**src/rtl/pse_pkg.sv**
```systemverilog
// Package for the postfix stack evaluator: token kinds, status codes and the
// command/status structs between controller and datapath. No dependencies.
package pse_pkg;

    localparam int FIELD_W = 32;

    localparam logic [2:0] KIND_NUM = 3'd0;
    localparam logic [2:0] KIND_ADD = 3'd1;
    localparam logic [2:0] KIND_SUB = 3'd2;
    localparam logic [2:0] KIND_MUL = 3'd3;
    localparam logic [2:0] KIND_DIV = 3'd4;
    localparam logic [2:0] KIND_END = 3'd5;

    localparam logic [2:0] ST_OK        = 3'd0;
    localparam logic [2:0] ST_DIV_ZERO  = 3'd1;
    localparam logic [2:0] ST_BAD_OP    = 3'd2;
    localparam logic [2:0] ST_UNDERFLOW = 3'd3;
    localparam logic [2:0] ST_OVERFLOW  = 3'd4;

    typedef enum logic [1:0] {
        RES_ADD  = 2'd0,
        RES_SUB  = 2'd1,
        RES_UNIT = 2'd2
    } t_res_sel;

    typedef struct packed {
        logic       tok_load;
        logic       push;
        logic       rd_second;
        logic       ld_b;
        logic       ld_a;
        logic       wr_res;
        t_res_sel   res_sel;
        logic       unit_start;
        logic       unit_div;
        logic       clear;
        logic       out_load;
        logic       out_top;
        logic [2:0] out_status;
    } t_cmd;

    typedef struct packed {
        logic [2:0] kind;
        logic       cnt_zero;
        logic       cnt_lt2;
        logic       cnt_full;
        logic       b_zero;
        logic       unit_done;
        logic       out_free;
    } t_stat;

endpackage

```
**src/rtl/pse_ifs.sv**
```systemverilog
// Token and result channel interfaces for the postfix stack evaluator.
// Depends on nothing but the fixed field widths.
interface pse_tok_if;
    logic               valid;
    logic               ready;
    logic [2:0]         kind;
    logic signed [31:0] number_value;

    modport source (output valid, output kind, output number_value, input ready);
    modport sink   (input valid, input kind, input number_value, output ready);
endinterface

interface pse_res_if;
    logic               valid;
    logic               ready;
    logic signed [31:0] result_value;
    logic [2:0]         status;

    modport source (output valid, output result_value, output status, input ready);
    modport sink   (input valid, input result_value, input status, output ready);
endinterface

```
**src/rtl/pse_muldiv.sv**
```systemverilog
// Shared iterative unit: shift-add multiply and restoring signed divide,
// one bit per cycle. Uses no package items.
module pse_muldiv #(
    parameter int DATA_WIDTH = 32
) (
    input  logic                  i_clk,
    input  logic                  i_rst_n,
    input  logic                  i_start,
    input  logic                  i_div,
    input  logic [DATA_WIDTH-1:0] i_a,
    input  logic [DATA_WIDTH-1:0] i_b,
    output logic                  o_done,
    output logic [DATA_WIDTH-1:0] o_result
);
    localparam int SW = $clog2(DATA_WIDTH);

    logic                  r_busy;
    logic                  r_done;
    logic [SW-1:0]         r_step;
    logic                  r_div;
    logic                  r_neg;
    logic [DATA_WIDTH-1:0] r_acc;
    logic [DATA_WIDTH-1:0] r_q;
    logic [DATA_WIDTH-1:0] r_d;

    logic [DATA_WIDTH:0]   w_rem_sh;
    logic [DATA_WIDTH:0]   w_diff;
    logic                  w_ge;
    logic [DATA_WIDTH-1:0] w_a_mag;
    logic [DATA_WIDTH-1:0] w_b_mag;

    assign w_a_mag  = i_a[DATA_WIDTH-1] ? (~i_a + 1'b1) : i_a;
    assign w_b_mag  = i_b[DATA_WIDTH-1] ? (~i_b + 1'b1) : i_b;
    assign w_rem_sh = {r_acc, r_q[DATA_WIDTH-1]};
    assign w_diff   = w_rem_sh - {1'b0, r_d};
    assign w_ge     = ~w_diff[DATA_WIDTH];

    always_ff @(posedge i_clk) begin
        if (!i_rst_n) begin
            r_busy <= 1'b0;
            r_done <= 1'b0;
            r_step <= '0;
        end else begin
            r_done <= 1'b0;
            if (i_start) begin
                r_busy <= 1'b1;
                r_step <= '0;
            end else if (r_busy) begin
                r_step <= r_step + 1'b1;
                if (r_step == SW'(DATA_WIDTH - 1)) begin
                    r_busy <= 1'b0;
                    r_done <= 1'b1;
                end
            end
        end
    end

    always_ff @(posedge i_clk) begin
        if (i_start) begin
            r_div <= i_div;
            r_neg <= i_a[DATA_WIDTH-1] ^ i_b[DATA_WIDTH-1];
            r_acc <= '0;
            r_q   <= i_div ? w_a_mag : i_b;
            r_d   <= i_div ? w_b_mag : i_a;
        end else if (r_busy) begin
            if (r_div) begin
                if (w_ge) begin
                    r_acc <= w_diff[DATA_WIDTH-1:0];
                end else begin
                    r_acc <= w_rem_sh[DATA_WIDTH-1:0];
                end
                r_q <= {r_q[DATA_WIDTH-2:0], w_ge};
            end else begin
                if (r_q[0]) begin
                    r_acc <= r_acc + r_d;
                end
                r_d <= r_d << 1;
                r_q <= r_q >> 1;
            end
        end
    end

    assign o_done   = r_done;
    assign o_result = r_div ? (r_neg ? (~r_q + 1'b1) : r_q) : r_acc;

endmodule

```
**src/rtl/pse_datapath.sv**
```systemverilog
// Datapath: token register, operand stack memory, operand registers, ALU,
// output register. Depends on pse_pkg and pse_muldiv.
module pse_datapath #(
    parameter int STACK_DEPTH = 16,
    parameter int DATA_WIDTH  = 32
) (
    input  logic                               i_clk,
    input  logic                               i_rst_n,
    input  pse_pkg::t_cmd                      i_cmd,
    output pse_pkg::t_stat                     o_stat,
    input  logic [2:0]                         i_kind,
    input  logic [pse_pkg::FIELD_W-1:0]        i_number_value,
    output logic                               o_res_valid,
    input  logic                               i_res_ready,
    output logic [pse_pkg::FIELD_W-1:0]        o_result_value,
    output logic [2:0]                         o_status
);
    localparam int CW = $clog2(STACK_DEPTH + 1);
    localparam int AW = $clog2(STACK_DEPTH);
    localparam int FW = pse_pkg::FIELD_W;

    logic [DATA_WIDTH-1:0] r_mem [STACK_DEPTH];
    logic [DATA_WIDTH-1:0] r_rdata;
    logic [CW-1:0]         r_cnt;
    logic [2:0]            r_kind;
    logic [DATA_WIDTH-1:0] r_num;
    logic [DATA_WIDTH-1:0] r_a;
    logic [DATA_WIDTH-1:0] r_b;
    logic                  r_out_valid;
    logic [FW-1:0]         r_out_value;
    logic [2:0]            r_out_status;

    logic [DATA_WIDTH-1:0] w_num_ext;
    logic [FW-1:0]         w_top_ext;
    logic [AW-1:0]         w_rd_addr;
    logic [AW-1:0]         w_wr_addr;
    logic [DATA_WIDTH-1:0] w_wr_data;
    logic [DATA_WIDTH-1:0] w_alu;
    logic [DATA_WIDTH-1:0] w_unit_res;
    logic                  w_unit_done;

    generate
        if (DATA_WIDTH >= FW) begin : g_wide
            assign w_num_ext = {{(DATA_WIDTH - FW + 1){i_number_value[FW-1]}},
                                i_number_value[FW-2:0]};
            assign w_top_ext = r_rdata[FW-1:0];
        end else begin : g_narrow
            assign w_num_ext = i_number_value[DATA_WIDTH-1:0];
            assign w_top_ext = {{(FW - DATA_WIDTH){r_rdata[DATA_WIDTH-1]}}, r_rdata};
        end
    endgenerate

    pse_muldiv #(
        .DATA_WIDTH(DATA_WIDTH)
    ) u_muldiv (
        .i_clk    (i_clk),
        .i_rst_n  (i_rst_n),
        .i_start  (i_cmd.unit_start),
        .i_div    (i_cmd.unit_div),
        .i_a      (r_a),
        .i_b      (r_b),
        .o_done   (w_unit_done),
        .o_result (w_unit_res)
    );

    always_comb begin
        unique case (i_cmd.res_sel)
            pse_pkg::RES_ADD: w_alu = r_a + r_b;
            pse_pkg::RES_SUB: w_alu = r_a - r_b;
            pse_pkg::RES_UNIT: w_alu = w_unit_res;
            default: w_alu = w_unit_res;
        endcase
    end

    assign w_rd_addr = i_cmd.rd_second ? AW'(r_cnt - CW'(2)) : AW'(r_cnt - CW'(1));
    assign w_wr_addr = i_cmd.push ? AW'(r_cnt) : AW'(r_cnt - CW'(2));
    assign w_wr_data = i_cmd.push ? r_num : w_alu;

    always_ff @(posedge i_clk) begin
        if (i_cmd.push || i_cmd.wr_res) begin
            r_mem[w_wr_addr] <= w_wr_data;
        end
        r_rdata <= r_mem[w_rd_addr];
    end

    always_ff @(posedge i_clk) begin
        if (i_cmd.tok_load) begin
            r_kind <= i_kind;
            r_num  <= w_num_ext;
        end
        if (i_cmd.ld_b) begin
            r_b <= r_rdata;
        end
        if (i_cmd.ld_a) begin
            r_a <= r_rdata;
        end
        if (i_cmd.out_load) begin
            r_out_value  <= i_cmd.out_top ? w_top_ext : '0;
            r_out_status <= i_cmd.out_status;
        end
    end

    always_ff @(posedge i_clk) begin
        if (!i_rst_n) begin
            r_cnt       <= '0;
            r_out_valid <= 1'b0;
        end else begin
            if (i_cmd.clear) begin
                r_cnt <= '0;
            end else if (i_cmd.push) begin
                r_cnt <= r_cnt + 1'b1;
            end else if (i_cmd.wr_res) begin
                r_cnt <= r_cnt - 1'b1;
            end
            if (i_cmd.out_load) begin
                r_out_valid <= 1'b1;
            end else if (i_res_ready) begin
                r_out_valid <= 1'b0;
            end
        end
    end

    assign o_stat.kind      = r_kind;
    assign o_stat.cnt_zero  = (r_cnt == '0);
    assign o_stat.cnt_lt2   = (r_cnt < CW'(2));
    assign o_stat.cnt_full  = (r_cnt == CW'(STACK_DEPTH));
    assign o_stat.b_zero    = (r_b == '0);
    assign o_stat.unit_done = w_unit_done;
    assign o_stat.out_free  = ~r_out_valid | i_res_ready;

    assign o_res_valid    = r_out_valid;
    assign o_result_value = r_out_value;
    assign o_status       = r_out_status;

endmodule

```
**src/rtl/pse_ctrl.sv**
```systemverilog
// Controller state machine: sequences decode, stack reads, arithmetic and
// result output. Depends on pse_pkg.
module pse_ctrl (
    input  logic           i_clk,
    input  logic           i_rst_n,
    input  logic           i_tok_valid,
    output logic           o_tok_ready,
    input  pse_pkg::t_stat i_stat,
    output pse_pkg::t_cmd  o_cmd
);
    typedef enum logic [6:0] {
        S_IDLE    = 7'b0000001,
        S_DECODE  = 7'b0000010,
        S_RD_A    = 7'b0000100,
        S_LD_A    = 7'b0001000,
        S_EXEC    = 7'b0010000,
        S_WAIT    = 7'b0100000,
        S_END_OUT = 7'b1000000
    } t_state;

    t_state r_state;
    t_state n_state;

    always_ff @(posedge i_clk) begin
        if (!i_rst_n) begin
            r_state <= S_IDLE;
        end else begin
            r_state <= n_state;
        end
    end

    assign o_tok_ready = (r_state == S_IDLE);

    always_comb begin
        n_state = r_state;
        o_cmd   = '0;
        unique case (r_state)
            S_IDLE: begin
                if (i_tok_valid) begin
                    o_cmd.tok_load = 1'b1;
                    n_state        = S_DECODE;
                end
            end
            S_DECODE: begin
                priority if (i_stat.kind == pse_pkg::KIND_NUM) begin
                    if (!i_stat.cnt_full) begin
                        o_cmd.push = 1'b1;
                        n_state    = S_IDLE;
                    end else if (i_stat.out_free) begin
                        o_cmd.out_load   = 1'b1;
                        o_cmd.out_status = pse_pkg::ST_OVERFLOW;
                        o_cmd.clear      = 1'b1;
                        n_state          = S_IDLE;
                    end
                end else if (i_stat.kind == pse_pkg::KIND_END) begin
                    if (!i_stat.cnt_zero) begin
                        n_state = S_END_OUT;
                    end else if (i_stat.out_free) begin
                        o_cmd.out_load   = 1'b1;
                        o_cmd.out_status = pse_pkg::ST_UNDERFLOW;
                        o_cmd.clear      = 1'b1;
                        n_state          = S_IDLE;
                    end
                end else if (i_stat.cnt_lt2) begin
                    if (i_stat.out_free) begin
                        o_cmd.out_load   = 1'b1;
                        o_cmd.out_status = pse_pkg::ST_UNDERFLOW;
                        o_cmd.clear      = 1'b1;
                        n_state          = S_IDLE;
                    end
                end else if (i_stat.kind > pse_pkg::KIND_END) begin
                    if (i_stat.out_free) begin
                        o_cmd.out_load   = 1'b1;
                        o_cmd.out_status = pse_pkg::ST_BAD_OP;
                        o_cmd.clear      = 1'b1;
                        n_state          = S_IDLE;
                    end
                end else begin
                    n_state = S_RD_A;
                end
            end
            S_RD_A: begin
                o_cmd.rd_second = 1'b1;
                o_cmd.ld_b      = 1'b1;
                n_state         = S_LD_A;
            end
            S_LD_A: begin
                o_cmd.ld_a = 1'b1;
                n_state    = S_EXEC;
            end
            S_EXEC: begin
                priority if (i_stat.kind == pse_pkg::KIND_ADD) begin
                    o_cmd.res_sel = pse_pkg::RES_ADD;
                    o_cmd.wr_res  = 1'b1;
                    n_state       = S_IDLE;
                end else if (i_stat.kind == pse_pkg::KIND_SUB) begin
                    o_cmd.res_sel = pse_pkg::RES_SUB;
                    o_cmd.wr_res  = 1'b1;
                    n_state       = S_IDLE;
                end else if (i_stat.kind == pse_pkg::KIND_DIV && i_stat.b_zero) begin
                    if (i_stat.out_free) begin
                        o_cmd.out_load   = 1'b1;
                        o_cmd.out_status = pse_pkg::ST_DIV_ZERO;
                        o_cmd.clear      = 1'b1;
                        n_state          = S_IDLE;
                    end
                end else begin
                    o_cmd.unit_start = 1'b1;
                    o_cmd.unit_div   = (i_stat.kind == pse_pkg::KIND_DIV);
                    n_state          = S_WAIT;
                end
            end
            S_WAIT: begin
                o_cmd.res_sel = pse_pkg::RES_UNIT;
                if (i_stat.unit_done) begin
                    o_cmd.wr_res = 1'b1;
                    n_state      = S_IDLE;
                end
            end
            S_END_OUT: begin
                if (i_stat.out_free) begin
                    o_cmd.out_load   = 1'b1;
                    o_cmd.out_top    = 1'b1;
                    o_cmd.out_status = pse_pkg::ST_OK;
                    o_cmd.clear      = 1'b1;
                    n_state          = S_IDLE;
                end
            end
            default: begin
                n_state = S_IDLE;
            end
        endcase
    end

endmodule

```
**src/rtl/postfix_stack_evaluator.sv**
```systemverilog
// Top level of the postfix stack evaluator: controller plus datapath.
// Depends on pse_pkg, pse_ifs, pse_ctrl, pse_datapath, pse_muldiv.
//
//   channel  direction  fields                       transfer when
//   i_tok    in         kind[2:0], number_value[31:0] valid && ready
//   o_res    out        result_value[31:0], status[2:0] valid && ready
//
// Multiply and divide run through the shared one-bit-per-cycle
// multiply/divide unit and so take the longest of all tokens.
// One token is in work at a time.
// Reset clears the stack count, the controller and the output valid flag.
// A result waits in the output register; the next token is accepted while
// it waits, and only a second result stalls until the first is taken.
module postfix_stack_evaluator #(
    parameter int STACK_DEPTH = 16,
    parameter int DATA_WIDTH  = 32
) (
    input  logic      i_clk,
    input  logic      i_rst_n,
    pse_tok_if.sink   i_tok,
    pse_res_if.source o_res
);
    pse_pkg::t_cmd  w_cmd;
    pse_pkg::t_stat w_stat;

    pse_ctrl u_ctrl (
        .i_clk       (i_clk),
        .i_rst_n     (i_rst_n),
        .i_tok_valid (i_tok.valid),
        .o_tok_ready (i_tok.ready),
        .i_stat      (w_stat),
        .o_cmd       (w_cmd)
    );

    pse_datapath #(
        .STACK_DEPTH (STACK_DEPTH),
        .DATA_WIDTH  (DATA_WIDTH)
    ) u_dp (
        .i_clk          (i_clk),
        .i_rst_n        (i_rst_n),
        .i_cmd          (w_cmd),
        .o_stat         (w_stat),
        .i_kind         (i_tok.kind),
        .i_number_value (i_tok.number_value),
        .o_res_valid    (o_res.valid),
        .i_res_ready    (o_res.ready),
        .o_result_value (o_res.result_value),
        .o_status       (o_res.status)
    );

endmodule

```
**src/flat_wrapper.sv**
```systemverilog
// flat-port wrapper written by rule: the top's interface ports become plain ports
module postfix_stack_evaluator_flat 
#(
    parameter int STACK_DEPTH = 16,
    parameter int DATA_WIDTH  = 32
)
  (i_clk, i_rst_n, i_tok_valid, i_tok_kind, i_tok_number_value, i_tok_ready, o_res_valid, o_res_result_value, o_res_status, o_res_ready);
  pse_tok_if i_tok_i ();
  pse_res_if o_res_i ();
  input  logic i_clk;
  input  logic i_rst_n;
  input wire logic [$bits(i_tok_i.valid)-1:0] i_tok_valid;
  input wire logic [$bits(i_tok_i.kind)-1:0] i_tok_kind;
  input wire logic [$bits(i_tok_i.number_value)-1:0] i_tok_number_value;
  output wire logic [$bits(i_tok_i.ready)-1:0] i_tok_ready;
  output wire logic [$bits(o_res_i.valid)-1:0] o_res_valid;
  output wire logic [$bits(o_res_i.result_value)-1:0] o_res_result_value;
  output wire logic [$bits(o_res_i.status)-1:0] o_res_status;
  input wire logic [$bits(o_res_i.ready)-1:0] o_res_ready;
  assign i_tok_i.valid = i_tok_valid;
  assign i_tok_i.kind = i_tok_kind;
  assign i_tok_i.number_value = i_tok_number_value;
  assign i_tok_ready = i_tok_i.ready;
  assign o_res_valid = o_res_i.valid;
  assign o_res_result_value = o_res_i.result_value;
  assign o_res_status = o_res_i.status;
  assign o_res_i.ready = o_res_ready;
  postfix_stack_evaluator #(.STACK_DEPTH(STACK_DEPTH), .DATA_WIDTH(DATA_WIDTH)) u_core (.i_clk(i_clk), .i_rst_n(i_rst_n), .i_tok(i_tok_i), .o_res(o_res_i));
endmodule
```
**config.mk**
```make
export PLATFORM = sky130hd
export DESIGN_NAME = postfix_stack_evaluator_flat
export DESIGN_NICKNAME = d
export VERILOG_FILES = /design/src/rtl/pse_pkg.sv /design/src/rtl/pse_ifs.sv /design/src/rtl/pse_muldiv.sv /design/src/rtl/pse_datapath.sv /design/src/rtl/pse_ctrl.sv /design/src/rtl/postfix_stack_evaluator.sv /design/src/flat_wrapper.sv
export SDC_FILE = /design/constraint.sdc
export NUM_CORES = 1
export LEC_CHECK = 0
export BUFFER_PORTS_ARGS = -buffer_cell sky130_fd_sc_hd__buf_2
export CAP_MARGIN = 20
export CORE_ASPECT_RATIO = 1.1
export CORE_MARGIN = 5
export CORE_UTILIZATION = 50
export DETAILED_ROUTE_END_ITERATION = 16
export GPL_ROUTABILITY_DRIVEN = 0
export PLACE_DENSITY = 0.73
export SLEW_MARGIN = 20
export SYNTH_ARGS = -nofsm -noshare
export SYNTH_HDL_FRONTEND = slang
export SYNTH_SLANG_ARGS = --single-unit
export TNS_END_PERCENT = 5
```
**constraint.sdc**
```tcl
create_clock -name i_clk -period 5.2 [get_ports i_clk]
set_input_delay 0.52 -clock i_clk [delete_from_list [all_inputs] [get_ports i_clk]]
set_output_delay 0.52 -clock i_clk [all_outputs]
set_load 0.02 [all_outputs]
```
==> impl_metrics.yaml, run 1 <==
floorplanning:
  die_y_um: 304
  die_area_sq_um: 84300
  start_util_pct: 50.5
  row_count: 107
  core_sq_um: 77800
  io_pins: 76
  die_w_um: 277
worst_hold_path:
  hp-start: "i_tok_number_value[30]"
  min_path_type: "primary input to flip-flop"
drt:
  wl_per_cell_um: 23.8
  viasPerCell: 6.14
  dr.pass1.iters: 6
  drt_iter0_markers: 2775
  ant_nets: 0
  drc: 0
  vias: 26400
  wirelength_um: 102000
clock_network:
  cts_sinks: 796
  cts_buffer_depth: 3
  cts_setup_buffers: 0
  clk_pin_slew_ns: 0.06
  hold_buffers: 0
  clock-root-buffer: "clkbuf_16"
  insertion_delay_ns: 0.65
  tritoncts: "yes"
  h-tree-depth: 3
  cts_made_buffers: 80
synthesis:
  synth_fa_ha_area_share_pct: 3.50
  synth_top_cell_area_share_pct: 54.4
  yosys.area_share.simple_pct: 9.44
  synth_xor_area_share_pct: 4.35
  synth-seq-cells: 796
  avgSynthCellArea_sq_um: 12.7
  synthCells: 3102
  synth_edf_count: 712
  synth_compound_area_share_pct: 12.4
  synth-seq-area-share_pct: 58.7
  yosysTopAreaCell: "edfxtp_1"
  ys_types: 85
  yosysWarnings: 0
  muxShareOfSynthArea_pct: 8.95
  yosys-top-cells-area: "edfxtp_1, mux4_2, dfxtp_1"
  syn-cell-area_sq_um: 39300
  synth_top_family_by_area: "compound AO/OA/AOI/OAI gates"
  synth_top_flop_cell: "edfxtp_1"
  async_flop_share_pct: 0
  synth_fp_nets: 3249
pwr:
  peakVddDrop_v: 0.000368
  switching_share_pct: 21.3
  netSwitchingPower_mw: 2.88
  power.share.sequential_pct: 52.6
  p_leak_nw: 15.7
  power_frac_clock_pct: 44.1
  p_int_mw: 10.7
  p_comb_share_pct: 3.3
  p_per_area_nw_per_um2: 306
setup_path:
  cp_common_cell: "o21ai_0"
  rr_startpoint: "u_core.u_ctrl.r_state[3]$_SDFFE_PN0P_"
  crit_path_top_delay_cell: "a21oi_2"
  cp_cell_sequence: "nor4_1 -> and4bb_2 -> nand3_1 -> a21o_1 -> fa_1 -> nor2b_1 -> o21ai_0 -> a211oi_1 -> o21ai_0 -> nand4_1 -> a31oi_1 -> buf_4 -> o31ai_1 -> xor2_1 -> a21oi_1 -> a21oi_2"
  endpoint: "u_core.u_dp.r_mem[6][24]$_DFFE_PP_"
  r2r_end: "u_core.u_dp.r_mem[6][24]$_DFFE_PP_"
  crit_path_start: "u_core.u_ctrl.r_state[3]$_SDFFE_PN0P_"
  slowest_delay_ns: 0.63
  cp_max_fo: 16
  worstPathArrival_ns: 5.20
  reg2reg_setup_slack_ns: 0.33
  endpoint_kind: "flip-flop"
  reg2reg_depth: 16
  critPathKind: "flip-flop to flip-flop"
  crit_path_start_kind: "flip-flop"
  required_ns: 5.53
job:
  max-cap-violations: 0
grt:
  grt.met1_usage_pct: 32.0
  use_met3_pct: 2.98
  grtUsageTotal_pct: 23.6
  grt_pass1_wl_um: 154000
  grt_overflow: 0
  gr-usage-met2_pct: 39.8
  grt_pass1_vias: 25400
  grt_max_degree: 87
  antenna_found_initial: 1
  top_usage_layer: "met2"
place:
  hpwl_um: 66400
  portBuffers: 75
  dpl.cell_count: 4146
timing:
  fmax_mhz: 205
  rsz0062_at_grt: "false"
  worst_pin_slew_ns: 1.13
  period_share_pct: 93.7
  setup_viol: 0
  slew_headroom_pct: 24.6
  tns_ns: 0
  finClkSkew_ns: 0.0365
  hold_viol: 0
  maxSlewViolCount: 0
  fin_crit_ns: 4.87
finish:
  finalNetCount: 3342
  post-route-util_pct: 56.9
  layout_common_cells: "edfxtp_1, nand2_1, a21oi_1"
  drive_gt1_share_pct: 16.1
  syn_to_final_growth_pct: 12.7
  final_common_cell: "edfxtp_1"
  layout.cells.non_filler: 4299
outcome:
  status: "finished, final reports clean"
-- area by class of cell --
class / instances / area (sq um)
clock buffer: 106 / 2200
antenna: 1 / 2.50
inverter: 84 / 315
sequential: 796 / 23100
multi-input combinational: 2045 / 15400
timing repair buffer: 188 / 1380
fill: 6047 / 33500
clock inverter: 44 / 578
tap: 1035 / 1290
-- registers in the layout, indices dropped and copies added, names as in the netlist, 7 cells and up --
register                    flops
u_core.u_ctrl.r_state           7
u_core.u_dp.o_result_value     32
u_core.u_dp.r_a                32
u_core.u_dp.r_b                32
u_core.u_dp.r_mem             512
u_core.u_dp.r_num              32
u_core.u_dp.r_rdata            32
u_core.u_dp.u_muldiv.r_acc     32
u_core.u_dp.u_muldiv.r_d       32
u_core.u_dp.u_muldiv.r_q       32
-- Yosys cell counts (all sizes together) (7+ instances only) --
| cell | count |
|---|---|
| a211oi | 98 |
| a21o | 45 |
| a21oi | 213 |
| a31oi | 52 |
| and2 | 74 |
| and3 | 16 |
| buf | 51 |
| clkbuf | 126 |
| dfxtp | 84 |
| edfxtp | 712 |
| ha | 105 |
| inv | 84 |
| mux2 | 11 |
| mux2i | 51 |
| mux4 | 128 |
| nand2 | 266 |
| nand2b | 26 |
| nand3 | 43 |
| nand4 | 15 |
| nor2 | 198 |
| nor2b | 20 |
| nor3 | 40 |
| nor4 | 14 |
| o211ai | 14 |
| o21a | 18 |
| o21ai | 200 |
| o21bai | 17 |
| o221ai | 7 |
| o31ai | 44 |
| o41ai | 15 |
| or3 | 20 |
| or4 | 14 |
| xnor2 | 60 |
| xor2 | 135 |
-- what timing repair did --
action,in CTS,in global routing
gates resized for setup,2,11
hold endpoints to repair,0,0
endpoints found under the setup margin,32,160
gates cloned,0,0
-- through the flow --
stage | power, mW | hold slack [ns] | instance area, sq um | setup WS (ns)
floorplan | 7.49 | 0.417 | 39300 | 0.208
global placement | 7.71 | 0.454 | 41400 | -0.0129
detailed placement | 7.71 | 0.454 | 41400 | -0.0282
CTS | 13.6 | 0.0244 | 44200 | 0.0290
global route | 14.0 | 0.0392 | 44300 | 0.0221
finish | 13.6 | 0.0513 | 44300 | 0.326
-- per-layer routing --
metal  part of all wire, %  up-vias
met5                     0        -
met1                    39    13000
met4                   3.3        0
met3                   8.1      182
li1                      -    12000
met2                    49     1212
-- worst min path at each step --
stage | end | cells after the start
after CTS | u_core.u_dp.r_num[24]$_DFFE_PP_ | 1
after detailed placement | u_core.u_dp.r_a[17]$_DFFE_PN_ | 0
after floorplan | u_core.u_dp.r_a[0]$_DFFE_PN_ | 0
after global placement | u_core.u_dp.r_a[17]$_DFFE_PN_ | 0
final | u_core.u_dp.r_num[30]$_DFFE_PP_ | 1
after global routing | u_core.u_dp.r_kind[0]$_DFFE_PP_ | 1
-- worst max-delay path: cells and delay by family, from the launching register on --
family,cells,cell delay (ns)
AO/OA/AOI/OAI,8,2.20
XOR/XNOR,1,0.20
adder cells (fa/ha/maj),1,0.42
buffers and inverters,1,0.16
flip-flops,1,0.34
AND/OR/NAND/NOR,5,1.25
-- cells by family (layout without fill, tap and decap cells) --
| kind of cell | count (synthesis) | count (layout) |
|---|---|---|
| flip-flops | 796 | 796 |
| multiplexers | 190 | 190 |
| AO/OA/AOI/OAI | 779 | 779 |
| buffers and inverters | 261 | 422 |
| AND/OR/NAND/NOR | 773 | 773 |
| adder cells (fa/ha/maj) | 108 | 108 |
| XOR/XNOR | 195 | 195 |
| other | 0 | 1 |
-- power groups by stage --
stage | Combinational, mW | Sequential (mW) | Clock [mW]
2_1_floorplan | 0.252 | 7.23 | 0
3_3_place_gp | 0.445 | 7.26 | 0
3_5_place_dp | 0.447 | 7.26 | 0
4_1_cts | 0.451 | 7.13 | 6.07
5_1_grt | 0.484 | 7.13 | 6.39
6_report | 0.449 | 7.13 | 5.98
(Power assumes the default switching activity.)
==> inputs of run 2 (changes only) <==
- PLACE_DENSITY: 0.73 -> 0.71
- REMOVE_ABC_BUFFERS: not set -> 1
- clock period: 5.2 -> 5 ns (I/O delays scaled with it)
==> impl_metrics.yaml, run 2 (same netlist as run 1, synthesis figures left out) <==
outcome:
  status: "finished, final reports clean"
setup_path:
  r2r_end: "u_core.u_dp.r_mem[2][31]$_DFFE_PP_"
  reg2reg_setup_slack_ns: 0.29
  crit_path_start_kind: "flip-flop"
  cp_cell_sequence: "nor4_1 -> buf_4 -> nand3_1 -> buf_4 -> or3_1 -> o31ai_1 -> xor2_1 -> ha_1 -> and2_1 -> nand2_1 -> or4_1 -> a41oi_1 -> buf_4 -> a41oi_1 -> a41o_1 -> o21ai_1 -> buf_4"
  path_delay_family: "simple AND/OR/NAND/NOR gates"
  endpoint_kind: "flip-flop"
  cp_max_fo: 16
  reg2reg_depth: 17
  crit_buf_inv: 4
  cp_common_cell: "buf_4"
  required_ns: 5.47
  crit_path_top_delay_cell: "or4_1"
  worstPathArrival_ns: 5.18
  slowest_delay_ns: 0.57
  rr_startpoint: "u_core.u_dp.r_b[3]$_DFFE_PP_"
  critPathKind: "flip-flop to flip-flop"
worst_hold_path:
  min_path_type: "primary input to flip-flop"
  min_to: "u_core.u_dp.r_num[17]$_DFFE_PP_"
  hold_depth: 1
  hp-start: "i_tok_number_value[17]"
grt:
  antenna_found_initial: 0
  grt_pass1_vias: 26400
  grt_overflow: 0
  grtUsageTotal_pct: 23.5
  grt_pass1_wl_um: 155000
  grt_max_degree: 112
timing:
  worst_pin_slew_ns: 1.14
  finClkSkew_ns: 0.0212
  rsz0062_at_grt: "false"
  setup_viol: 0
  fin_crit_ns: 4.71
  fmax_mhz: 212
  tns_ns: 0
  period_share_pct: 94.2
  slew_headroom_pct: 23.8
  hold_viol: 0
  maxSlewViolCount: 0
clock_network:
  cts_sinks: 796
  insertion_delay_ns: 0.63
  cts_made_buffers: 78
  h-tree-depth: 3
  clock-root-buffer: "clkbuf_16"
  cts_buffer_depth: 3
  tritoncts: "yes"
  clk_pin_slew_ns: 0.06
place:
  dpl.cell_count: 4153
  portBuffers: 75
  hpwl_um: 67200
finish:
  nFillCells: 6012
  layout_common_cells: "edfxtp_1, nand2_1, a21oi_1"
  finalNetCount: 3348
  multi_input_area_sq_um: 15400
  final_common_cell: "edfxtp_1"
  regMostFlops: "u_core.u_dp.r_mem"
  largest_reg_flops: 512
  drive_gt1_share_pct: 15.8
  syn_to_final_growth_pct: 12.4
  layout.cells.non_filler: 4301
  antenna_cells: 0
  seq_area_sq_um: 23100
pwr:
  peakVddDrop_v: 0.000303
  power_mw: 13.9
  p_leak_nw: 15.7
  p_per_area_nw_per_um2: 314
drt:
  drt_iter0_markers: 2581
  topRoutingLayerUsed: "met4"
  ant_nets: 0
  wirelength_um: 103000
  met2WireLength_um: 51200
  wl_per_cell_um: 24.0
  dr.pass1.iters: 8
  drc: 0
  met3_length_um: 7950
  drt-met1-wl_um: 40100
  vias: 26600
  viasPerCell: 6.19
floorplanning:
  core_sq_um: 77800
  die_area_sq_um: 84300
  row_count: 107
  io_pins: 76
  die_y_um: 304
  die_w_um: 277
  start_util_pct: 50.5
job:
  max-cap-violations: 0
-- run 2: changes by cell type in the layout (fill, tap and decap cells not counted), sizes merged --
cell	delta
clkbuf	-1
bufinv	-1
buf	+8
clkinv	+7
inv	-4
clkinvlp	-6
diode	-1
-- run 2: stage by stage --
| step | area, sq um | setup WS (ns) | hold WS [ns] | util (%) |
|---|---|---|---|---|
| 3_3_place_gp | 41500 | 0.170 | 0.440 | 53.3 |
| 2_1_floorplan | 38600 | -10.12 | 0.417 | - |
| 3_5_place_dp | 41500 | -0.0601 | 0.443 | 53.3 |
| 6_report | 44200 | 0.290 | 0.0369 | 56.8 |
| 5_1_grt | 44200 | 0.0150 | 0.0177 | 56.8 |
| 4_1_cts | 44100 | 0.00245 | 0.0148 | 56.7 |
-- run 2: power by group --
| part | switching, mW | internal [mW] |
|---|---|---|
| Clock | 2.51 | 3.47 |
| Sequential | 0.105 | 7.32 |
| Combinational | 0.308 | 0.166 |
| Total | 2.93 | 11.0 |
-- run 2: timing repair --
item	CTS	global route
endpoints found under the setup margin	48	191
buffers inserted	0	0
hold buffers	0	0
gates resized for setup	3	10
-- run 2: per-layer routing --
layer  up-vias  track usage (%)
li1      12000                -
met1     13100             30.9
met2      1304             40.5
met3       209             2.98
met4         0             8.65
met5         -                0
-- run 2: worst max-delay path by stage --
stage	end	from	cells after the start	slack, ns
after floorplan	u_core.u_dp.r_rdata[0]$_DFF_P_	u_core.u_ctrl.r_state[6]$_SDFFE_PN0P_	8	-10.12
after global placement	u_core.u_dp.r_mem[1][19]$_DFFE_PP_	u_core.u_ctrl.r_state[3]$_SDFFE_PN0P_	16	0.17
after detailed placement	u_core.u_dp.r_mem[8][19]$_DFFE_PP_	u_core.u_ctrl.r_state[3]$_SDFFE_PN0P_	16	-0.06
after CTS	u_core.u_dp.r_mem[6][26]$_DFFE_PP_	u_core.u_ctrl.r_state[3]$_SDFFE_PN0P_	17	0.002
after global routing	u_core.u_dp.r_mem[1][31]$_DFFE_PP_	u_core.u_ctrl.r_state[3]$_SDFFE_PN0P_	18	0.02
final	u_core.u_dp.r_mem[2][31]$_DFFE_PP_	u_core.u_dp.r_b[3]$_DFFE_PP_	17	0.29
-- run 2: area by class of cell --
cell class | instances | share of cell area (%)
Multi-Input combinational cell | 2045 | 34.9
Tap cell | 1035 | 2.93
Clock buffer | 105 | 4.88
Timing Repair Buffer | 196 | 3.26
Inverter | 84 | 0.714
Sequential cell | 796 | 52.2
Clock inverter | 40 | 1.05
